<file path="config.mk">
export PLATFORM = sky130hd
export DESIGN_NAME = conv2d_3x3_full_pad
export DESIGN_NICKNAME = d
export VERILOG_FILES = /design/src/hdl/c2d_pkg.sv /design/src/hdl/conv2d_3x3_full_pad.sv
export SDC_FILE = /design/constraint.sdc
export NUM_CORES = 2
export LEC_CHECK = 0
export BUFFER_PORTS_ARGS = -buffer_cell sky130_fd_sc_hd__buf_2
export CAP_MARGIN = 20
export CORE_ASPECT_RATIO = 1.25
export CORE_MARGIN = 2
export CORE_UTILIZATION = 41
export DETAILED_ROUTE_END_ITERATION = 16
export SYNTH_ARGS = -nofsm -noshare
export SYNTH_HDL_FRONTEND = slang
export SYNTH_SLANG_ARGS = --single-unit
</file>
<file path="constraint.sdc">
create_clock -name i_clk -period 6.9 [get_ports i_clk]
set_clock_uncertainty 0.1 [all_clocks]
set_input_delay 0.69 -clock i_clk [delete_from_list [all_inputs] [get_ports i_clk]]
set_output_delay 0.69 -clock i_clk [all_outputs]
set_load 0.02 [all_outputs]
</file>
<file path="src/hdl/c2d_pkg.sv">
// shared types and constants for the 3x3 full-padding convolution block
package c2d_pkg;

    // default geometry
    localparam int IMG_SIZE_DEF  = 3;
    localparam int KER_SIZE_DEF  = 3;
    localparam int PAD_WIDTH_DEF = 2;

    // field widths
    localparam int REQ_W  = 2;
    localparam int POS_W  = 2;
    localparam int VAL_W  = 32;
    localparam int RES_W  = 3;
    localparam int IN_DW  = 40;
    localparam int OUT_DW = 40;

    // request kinds carried in tuser
    typedef enum logic [REQ_W-1:0] {
        REQ_WEIGHT = 2'd0,
        REQ_PIXEL  = 2'd1,
        REQ_START  = 2'd2
    } t_req_e;

    // sequencer states
    typedef enum logic [2:0] {
        S_IDLE = 3'b001,
        S_RUN  = 3'b010,
        S_WAIT = 3'b100
    } t_state_e;

endpackage

</file>
<file path="src/hdl/conv2d_3x3_full_pad.sv">
// top level: full-padding 2d cross-correlation over image and kernel memories
//
// Load transfers write one kernel weight (tuser 0) or one image pixel (tuser 1)
// into on-chip memories; a load whose row or column is out of range, and
// tuser 3, are dropped. A start transfer (tuser 2) produces
// OUT x OUT sums, OUT = IMG_SIZE - KER_SIZE + 2*PAD_WIDTH + 1 (5 by default),
// in row-major order with tlast on the final one. Each sum is computed by one
// shared multiply-accumulate unit that walks all KER_SIZE*KER_SIZE kernel taps
// (taps falling into the padding contribute zero), reading both memories once
// per tap. The next sum is begun only once the previous one has entered the
// output register, so an output stall holds the whole start. No input is
// taken while a start is being processed. Sums keep the
// low 32 bits and wrap. Entries must be written before a start reads them.
module conv2d_3x3_full_pad #(
    parameter int IMG_SIZE  = c2d_pkg::IMG_SIZE_DEF,
    parameter int KER_SIZE  = c2d_pkg::KER_SIZE_DEF,
    parameter int PAD_WIDTH = c2d_pkg::PAD_WIDTH_DEF
) (
    input  logic                       i_clk,
    input  logic                       i_rst_n,
    // input stream
    input  logic                       i_s_tvalid,
    output logic                       o_s_tready,
    // tdata: pos_row [1:0], pos_col [3:2], load_value [35:4], zeros [39:36]
    input  logic [c2d_pkg::IN_DW-1:0]  i_s_tdata,
    // tuser: req_type [1:0]
    input  logic [c2d_pkg::REQ_W-1:0]  i_s_tuser,
    // result stream
    output logic                       o_m_tvalid,
    input  logic                       i_m_tready,
    // tdata: res_row [2:0], res_col [5:3], sum_value [37:6], zeros [39:38]
    output logic [c2d_pkg::OUT_DW-1:0] o_m_tdata,
    // tlast: is_last
    output logic                       o_m_tlast
);
    import c2d_pkg::*;

    localparam int OUT_SIZE = IMG_SIZE - KER_SIZE + 2 * PAD_WIDTH + 1;
    localparam bit HAS_OUT  = (OUT_SIZE > 0);
    localparam int OUT_N    = HAS_OUT ? OUT_SIZE : 1;
    localparam int IMG_N    = IMG_SIZE * IMG_SIZE;
    localparam int KER_N    = KER_SIZE * KER_SIZE;
    localparam int IA_W     = (IMG_N > 1) ? $clog2(IMG_N) : 1;
    localparam int KA_W     = (KER_N > 1) ? $clog2(KER_N) : 1;
    localparam int KC_W     = (KER_SIZE > 1) ? $clog2(KER_SIZE) : 1;
    localparam int OC_W     = (OUT_N > 1) ? $clog2(OUT_N) : 1;
    localparam int SW       = $clog2(OUT_N + KER_SIZE + IMG_SIZE + PAD_WIDTH) + 1;

    // memories
    logic [VAL_W-1:0] r_img_mem [IMG_N];
    logic [VAL_W-1:0] r_ker_mem [KER_N];

    t_state_e         r_state, n_state;
    logic [OC_W-1:0]  r_orow, r_ocol;
    logic [KC_W-1:0]  r_kr, r_kc;

    // read pipeline
    logic [VAL_W-1:0] r_img_q, r_ker_q;
    logic             r_s1_vld, r_s1_ok, r_s1_first, r_s1_last;
    logic [VAL_W-1:0] r_prod;
    logic             r_s2_vld, r_s2_first, r_s2_last;
    logic [VAL_W-1:0] r_acc;
    logic             r_done;

    // output register
    logic             r_out_vld, r_out_last;
    logic [RES_W-1:0] r_out_row, r_out_col;
    logic [VAL_W-1:0] r_out_sum;

    // input field split
    logic [POS_W-1:0] in_row, in_col;
    logic [VAL_W-1:0] in_val;
    logic             in_xfer;
    logic             wr_img, wr_ker;
    logic [IA_W-1:0]  wr_img_addr;
    logic [KA_W-1:0]  wr_ker_addr;

    assign in_row  = i_s_tdata[POS_W-1:0];
    assign in_col  = i_s_tdata[2*POS_W-1:POS_W];
    assign in_val  = i_s_tdata[2*POS_W+VAL_W-1:2*POS_W];
    assign o_s_tready = (r_state == S_IDLE);
    assign in_xfer = i_s_tvalid && o_s_tready;

    // load decode with range check
    always_comb begin
        wr_ker = in_xfer && (i_s_tuser == REQ_WEIGHT)
                 && (int'(in_row) < KER_SIZE) && (int'(in_col) < KER_SIZE);
        wr_img = in_xfer && (i_s_tuser == REQ_PIXEL)
                 && (int'(in_row) < IMG_SIZE) && (int'(in_col) < IMG_SIZE);
        wr_ker_addr = KA_W'(int'(in_row) * KER_SIZE + int'(in_col));
        wr_img_addr = IA_W'(int'(in_row) * IMG_SIZE + int'(in_col));
    end

    // tap address generation
    logic [SW-1:0]   rsum, csum;
    logic            tap_ok, tap_first, tap_last, pt_last, issue;
    logic [IA_W-1:0] rd_img_addr;
    logic [KA_W-1:0] rd_ker_addr;

    always_comb begin
        rsum   = SW'(r_orow) + SW'(r_kr);
        csum   = SW'(r_ocol) + SW'(r_kc);
        tap_ok = (rsum >= SW'(PAD_WIDTH)) && (rsum < SW'(PAD_WIDTH + IMG_SIZE))
                 && (csum >= SW'(PAD_WIDTH)) && (csum < SW'(PAD_WIDTH + IMG_SIZE));
        rd_img_addr = tap_ok
            ? IA_W'((int'(rsum) - PAD_WIDTH) * IMG_SIZE + (int'(csum) - PAD_WIDTH))
            : '0;
        rd_ker_addr = KA_W'(int'(r_kr) * KER_SIZE + int'(r_kc));
        tap_first = (r_kr == '0) && (r_kc == '0);
        tap_last  = (r_kr == KC_W'(KER_SIZE - 1)) && (r_kc == KC_W'(KER_SIZE - 1));
        pt_last   = (r_orow == OC_W'(OUT_N - 1)) && (r_ocol == OC_W'(OUT_N - 1));
        issue     = (r_state == S_RUN);
    end

    // memory write and registered read
    always_ff @(posedge i_clk) begin
        if (wr_img) begin
            r_img_mem[wr_img_addr] <= in_val;
        end
        if (wr_ker) begin
            r_ker_mem[wr_ker_addr] <= in_val;
        end
        r_img_q <= r_img_mem[rd_img_addr];
        r_ker_q <= r_ker_mem[rd_ker_addr];
    end

    logic out_free, emit;
    assign out_free = !r_out_vld || i_m_tready;
    assign emit     = (r_state == S_WAIT) && r_done && out_free;

    // sequencer next state
    always_comb begin
        n_state = r_state;
        unique case (r_state)
            S_IDLE: begin
                if (in_xfer && (i_s_tuser == REQ_START) && HAS_OUT) begin
                    n_state = S_RUN;
                end
            end
            S_RUN: begin
                if (tap_last) begin
                    n_state = S_WAIT;
                end
            end
            S_WAIT: begin
                if (emit) begin
                    n_state = pt_last ? S_IDLE : S_RUN;
                end
            end
            default: n_state = S_IDLE;
        endcase
    end

    // control registers
    always_ff @(posedge i_clk) begin
        if (!i_rst_n) begin
            r_state  <= S_IDLE;
            r_orow   <= '0;
            r_ocol   <= '0;
            r_kr     <= '0;
            r_kc     <= '0;
            r_s1_vld <= 1'b0;
            r_s2_vld <= 1'b0;
            r_done   <= 1'b0;
            r_out_vld <= 1'b0;
        end else begin
            r_state  <= n_state;
            r_s1_vld <= issue;
            r_s2_vld <= r_s1_vld;
            // tap counters
            if (issue) begin
                if (r_kc == KC_W'(KER_SIZE - 1)) begin
                    r_kc <= '0;
                    r_kr <= (r_kr == KC_W'(KER_SIZE - 1)) ? '0 : r_kr + 1'b1;
                end else begin
                    r_kc <= r_kc + 1'b1;
                end
            end
            // point counters
            if (emit) begin
                if (r_ocol == OC_W'(OUT_N - 1)) begin
                    r_ocol <= '0;
                    r_orow <= (r_orow == OC_W'(OUT_N - 1)) ? '0 : r_orow + 1'b1;
                end else begin
                    r_ocol <= r_ocol + 1'b1;
                end
            end
            // sum finished flag
            if (r_s2_vld && r_s2_last) begin
                r_done <= 1'b1;
            end else if (emit) begin
                r_done <= 1'b0;
            end
            // output valid
            if (emit) begin
                r_out_vld <= 1'b1;
            end else if (i_m_tready) begin
                r_out_vld <= 1'b0;
            end
        end
    end

    // multiply and accumulate datapath
    always_ff @(posedge i_clk) begin
        r_s1_ok    <= tap_ok;
        r_s1_first <= tap_first;
        r_s1_last  <= tap_last;
        r_prod     <= r_s1_ok ? VAL_W'(r_img_q * r_ker_q) : '0;
        r_s2_first <= r_s1_first;
        r_s2_last  <= r_s1_last;
        if (r_s2_vld) begin
            r_acc <= r_s2_first ? r_prod : r_acc + r_prod;
        end
        if (emit) begin
            r_out_row  <= RES_W'(r_orow);
            r_out_col  <= RES_W'(r_ocol);
            r_out_sum  <= r_acc;
            r_out_last <= pt_last;
        end
    end

    assign o_m_tvalid = r_out_vld;
    assign o_m_tlast  = r_out_last;
    assign o_m_tdata  = {{(OUT_DW - 2 * RES_W - VAL_W){1'b0}}, r_out_sum, r_out_col, r_out_row};

    // finished sum only while waiting to hand it over
    a_done_in_wait: assert property (@(posedge i_clk) disable iff (!i_rst_n)
        r_done |-> (r_state == S_WAIT))
        else $error("sum flagged done outside wait state");

    // no tap in flight while inputs are taken
    a_pipe_busy: assert property (@(posedge i_clk) disable iff (!i_rst_n)
        (r_s1_vld || r_s2_vld) |-> (r_state != S_IDLE))
        else $error("tap pipeline active while idle");

    // a new sum never starts on top of an unconsumed one
    a_first_clear: assert property (@(posedge i_clk) disable iff (!i_rst_n)
        (r_s2_vld && r_s2_first) |-> !r_done)
        else $error("new sum started before previous one was emitted");

    // an emitted sum shows up on the result port
    a_emit_out: assert property (@(posedge i_clk) disable iff (!i_rst_n)
        emit |=> o_m_tvalid)
        else $error("emitted sum not presented");

endmodule

</file>
-- After elaboration in Yosys (flattened, before gate mapping)
Memories as Yosys holds them, arrays and structs flattened. A register that Yosys moved wholly into a read port is not among the register bits.
Index checks and enable logic that the tools add are counted.
- flip-flop bits (word level): 125
- memory bits (writable): 576
- bits of input ports: 46
- logic and storage cells: 102
- memories: 2
- add/subtract/negate cells: 12
- $mul: 4
- magnitude comparators: 6
- eq/ne operators: 12
- multiplexer cells: 19
- reductions and logical operators: 27
- memories (memory ; depth ; width ; rd ports ; clocked after memory_dff ; write ports ; RTL line ; text):
    r_img_mem ; 9 ; 32 ; 1 ; 1 ; 1 ; conv2d_3x3_full_pad.sv:50 ; logic [VAL_W-1:0] r_img_mem [IMG_N];
    r_ker_mem ; 9 ; 32 ; 1 ; 1 ; 1 ; conv2d_3x3_full_pad.sv:51 ; logic [VAL_W-1:0] r_ker_mem [KER_N];
- operator list (cell ; count):
    $add 32x32->32 ; 1
    $mul 32x32->32 ; 1
    $mux 32 ; 1
    $logic_and 1x1->1 ; 17
    $mux 3 ; 5
    $eq 3x3->1 const B ; 3
    $pmux 3 s3 ; 1
    $add 3x2->4 ; 2
    $add 4x2->4 ; 2
    $ge 4x2->1 const B ; 2
    $lt 4x3->1 const B ; 2
    $mul 2x2->4 const B ; 2
    $mux 1 ; 8
    $add 3x1->3 const B ; 2
    $eq 2x2->1 const B ; 3
    $logic_not 2->1 ; 3
    $mux 2 ; 3
    $mul 5x3->4 const B ; 1
    $sub 4x2->5 const B ; 1
    $add 2x1->2 const B ; 2
    $add 4x4->4 ; 1
    $lt 2x2->1 const B ; 2
    $mux 4 ; 1
    $ne 2x2->1 const B ; 2
    10 further kinds ; 12

-- Depth between registers and ports, before layout
- word-level depth: 7
- depth in mapped cells: 26

-- Worst setup path before layout
OpenSTA, ideal clock, no wires.
- path kind: register to register
- start point: register r_img_q[12] (read register of r_img_mem)
- end point: register r_prod[31]
- library setup time: 115 ps
- arrival time: 6590 ps
- data required time: 6685 ps
- slack: 95 ps
- cell stages (with the launch flop): 25
- clock period less this slack: 6805 ps
- cell sequence: dfxtp_1 clkbuf_1 clkbuf_1 and2_1 fa_1 fa_1 fa_1 inv_1 fa_1 inv_1 fa_1 inv_1 fa_1 inv_1 fa_1 fa_1 ha_1 nand3_1 nor3_1 a31oi_1 a211oi_1 o211ai_1 a22oi_1 xnor2_1 and2_1
- longest elaborated chain between the ends: 1
- RTL lines (what ; RTL line ; text):
    start, declared ; conv2d_3x3_full_pad.sv:58 ; logic [VAL_W-1:0] r_img_q, r_ker_q;
    $mul 32x32->32 ; conv2d_3x3_full_pad.sv:208 ; r_prod <= r_s1_ok ? VAL_W'(r_img_q * r_ker_q) : '0;
    end signal, assigned ; conv2d_3x3_full_pad.sv:208 ;
    end, declared ; conv2d_3x3_full_pad.sv:60 ; logic [VAL_W-1:0] r_prod;
No other way between the ends.
A chain may end at the register's enable or synchronous reset.

-- Worst setup path after layout
- start point: register r_img_q[7] (read register of r_img_mem)
- end point: register r_prod[30]
The elaborated chain is that of the path after synthesis.

==> flow_summary.ini <==
[detailed_routing]
vias = 25500
first_pass_iters = 5
routed_via_density = 5.04
drc = 0
antenna_left = 0
post_drt_wl_per_cell_microns = 20.1
drt_wl_total_microns = 102000
drtIter0Drc = 1687

[synthesis]
synth-seq-cells = 765
yosysTopAreaCellShare_pct = 43.1
synth_edf_count = 647
synth.yosys.seq_area_share_pct = 48.3
netlist_instances = 3374
yosys_warnings = 0
synth_area_sq_um = 45100
yosysTopAreaCell = edfxtp_1
postSynthAreaPerCell_sq_um = 13.4
synth_ff_type = edfxtp_1
synth_area_leaders = edfxtp_1 43%, fa_1 19%, mux4_2 6.4%, dfxtp_1 5.2%, ha_1 4.9%
synth_cell_type_count = 65
synth-async-reset-ratio_pct = 0

[floorplanning]
die_area_sq_um = 113000
start_util_pct = 41.2
row_count = 136
core_sq_um = 110000
ios = 89
die_x_microns = 301
die_h_microns = 375

[timing]
tns_ps = 0
hold_violations = 0
fmax_ghz = 0.150
min_period_ps = 6680
period_share_pct = 96.8
worstMarginPinSlew_ps = 1040
relSlewSlack_pct = 30.4
finalSetupViolCount = 0
maxSlewViolCount = 0

[finish]
final_area_sq_um = 51300
layout_commonest_cell = edfxtp_1
mostFrequentLayoutCells = 647 x edfxtp_1, 411 x fa_1, 403 x inv_1
nets = 4186
drive_above_1_share_pct = 16.4
syn_to_final_growth_pct = 13.7

[flow_run]
maxCapViolCount = 0

[placement]
dp_hpwl_microns = 71300
port_buffers = 82
placed_area_sq_um = 48300
place.gp.congestion = 0.839

[pwr]
power_mw = 12.1
combPwrFrac_pct = 23.1
seq_power_share_pct = 41.4
vdd_drop_max_mv = 0.194
clock_power_share_pct = 35.5
switching_share_pct = 26.9
p_sw_mw = 3.27
powerDensity_nw_per_um2 = 237
p_leak_nw = 19.6
internal_power_mw = 8.87

[clock_network]
clockRootBuffer = clkbuf_16
numCtsBuffers = 77
clk_latency_ps = 670
clk_pin_slew_ps = 60
htreeDepth = 3
cts_tree = done
clockBufferDepth = 3
cts_sinks = 765
cts_hold_buffers = 0

[setup_path]
slowest_stage = fa_1
path_class = flop to flop
cp-start-kind = flop
critPathBufInv = 5
worstPathMaxFanout = 10
cp.arrival_ps = 7150
cp_cell_sequence = buf_4 -> buf_12 -> buf_4 -> and2_1 -> fa_1 -> fa_1 -> inv_1 -> fa_1 -> fa_1 -> inv_1 -> ha_1 -> fa_1 -> fa_1 -> fa_1 -> ha_4 -> a21o_1 -> a21o_1 -> a21o_1 -> a21o_1 -> a21oi_2 -> o31ai_4 -> a31oi_1 -> mux2i_1
cp_top_family = adder cells
cp-end-kind = flop
worst_path_largest_cell_delay_ps = 600
crit_required_ps = 7370
r2r_slack_ps = 220
critical_path.most_common_cell = fa_1

[global_routing]
overflow = 0
grt_pass1_wl_microns = 160000
antenna_found_initial = 9
grt_use_total_pct = 18.6
grt_pass1_vias = 27400
grt_max_degree = 65

[worst_hold_path]
hold_class = primary input to flop

[run_status]
status = completed
==> synth_stat cells, types with 7 or more instances <==
| cell type | n |
|---|---|
| nand2_1 | 341 |
| nand2b_1 | 12 |
| o21bai_1 | 8 |
| nor3b_1 | 40 |
| a21oi_1 | 74 |
| buf_1 | 16 |
| a21o_1 | 28 |
| and2_1 | 324 |
| o211ai_1 | 7 |
| clkbuf_1 | 133 |
| o21a_1 | 9 |
| and3_1 | 7 |
| o21ai_0 | 91 |
| mux2i_1 | 44 |
| nand3_1 | 12 |
| edfxtp_1 | 647 |
| nand4_1 | 7 |
| a211oi_1 | 12 |
| inv_1 | 407 |
| fa_1 | 417 |
| mux4_2 | 128 |
| nor2b_1 | 17 |
| o31ai_1 | 7 |
| dfxtp_1 | 118 |
| o21ai_1 | 30 |
| ha_1 | 176 |
| xor2_1 | 30 |
| xnor2_1 | 81 |
| nor2_1 | 57 |
| nor3_1 | 24 |
==> timing repair <==
item                                   4_1_cts  5_1_grt
endpoints found under the hold margin        0        0
setup endpoints to repair                    4       13
pin swaps                                    1       46
setup buffers                                0        3
resized for setup                            8       76
==> cell type report <==
| type | instances | area (sq um) |
|---|---|---|
| antenna | 2 | 5.00 |
| sequential | 765 | 21800 |
| clock buffer | 98 | 2070 |
| inverter | 408 | 1540 |
| clock inverter | 46 | 559 |
| multi-input combinational | 2043 | 21500 |
| timing repair buffer | 252 | 1900 |
| tap | 1449 | 1810 |
| fill | 9831 | 58300 |
==> sequential cells by signal, summed over array words and instances, names as in the netlist <==
| name | cells |
|---|---|
| r_img_mem | 288 |
| r_acc | 32 |
| r_out_col | 3 |
| r_kr | 2 |
| r_out_row | 3 |
| r_prod | 32 |
| r_s2_vld | 1 |
| r_s1_last | 1 |
| o_m_tvalid | 1 |
| r_img_q | 32 |
| o_m_tlast | 1 |
| r_s1_vld | 1 |
| r_done | 1 |
| r_kc | 2 |
| r_s2_first | 1 |
| r_state | 3 |
| r_s1_first | 1 |
| r_ker_mem | 288 |
| r_ocol | 3 |
| r_s2_last | 1 |
| r_orow | 3 |
| r_s1_ok | 1 |
| r_ker_q | 32 |
| r_out_sum | 32 |
==> through the flow <==
step | setup slack [ps] | hold WS, ps | util (%) | instances
final | 217 | 224 | 46.8 | 5063
after global routing | -32.2 | 231 | 46.8 | 5061
after CTS | 2.18 | 172 | 46.5 | 5058
after detailed placement | -199 | 212 | 44.1 | 4914
after global placement | -92.8 | 213 | 44.1 | 4914
after floorplan | 94.6 | 210 | - | 3375
==> power groups by stage <==
stage	sequential [mW]	clock, mW	combinational [mW]
finish	5.03	4.31	2.80
global route	5.03	4.60	3.16
CTS	5.03	4.44	2.65
detailed placement	5.13	0	2.61
global placement	5.13	0	2.57
floorplan	5.13	0	1.82
==> worst min-delay path, cell delays in order <==
cell,delay (ps)
buf_2,70
nand2b_1,100
a21boi_0,80
==> cells by family after synthesis <==
kind of cell	after synthesis	share of synthesized area (%)
other	1	0.00832
AND/OR/NAND/NOR	865	9.88
flip-flops	765	48.3
buffers and inverters	567	4.82
multiplexers	173	7.39
adder cells (fa/ha/maj)	593	23.4
AO/OA/AOI/OAI	297	3.93
XOR/XNOR	113	2.24
==> routing by layer <==
layer	part of all wire, %	routed length (microns)	global-route usage (%)	vias to the layer above
met1	41	42000	23.4	13100
met4	2.4	2420	5.46	6
met3	4.4	4500	2.60	138
li1	-	-	-	11800
met5	0.039	40	0	-
met2	52	52600	33.1	503
==> final timing paths <==
path,from,to,depth (start not counted)
setup / recovery,r_img_q[7],r_prod[30],23
setup reg to reg,r_img_q[7],r_prod[30],23
hold reg to reg,r_s1_last,r_s2_last,0
hold / removal,i_m_tready,o_m_tvalid,3
No activity file was read; power rests on OpenSTA's default activity.
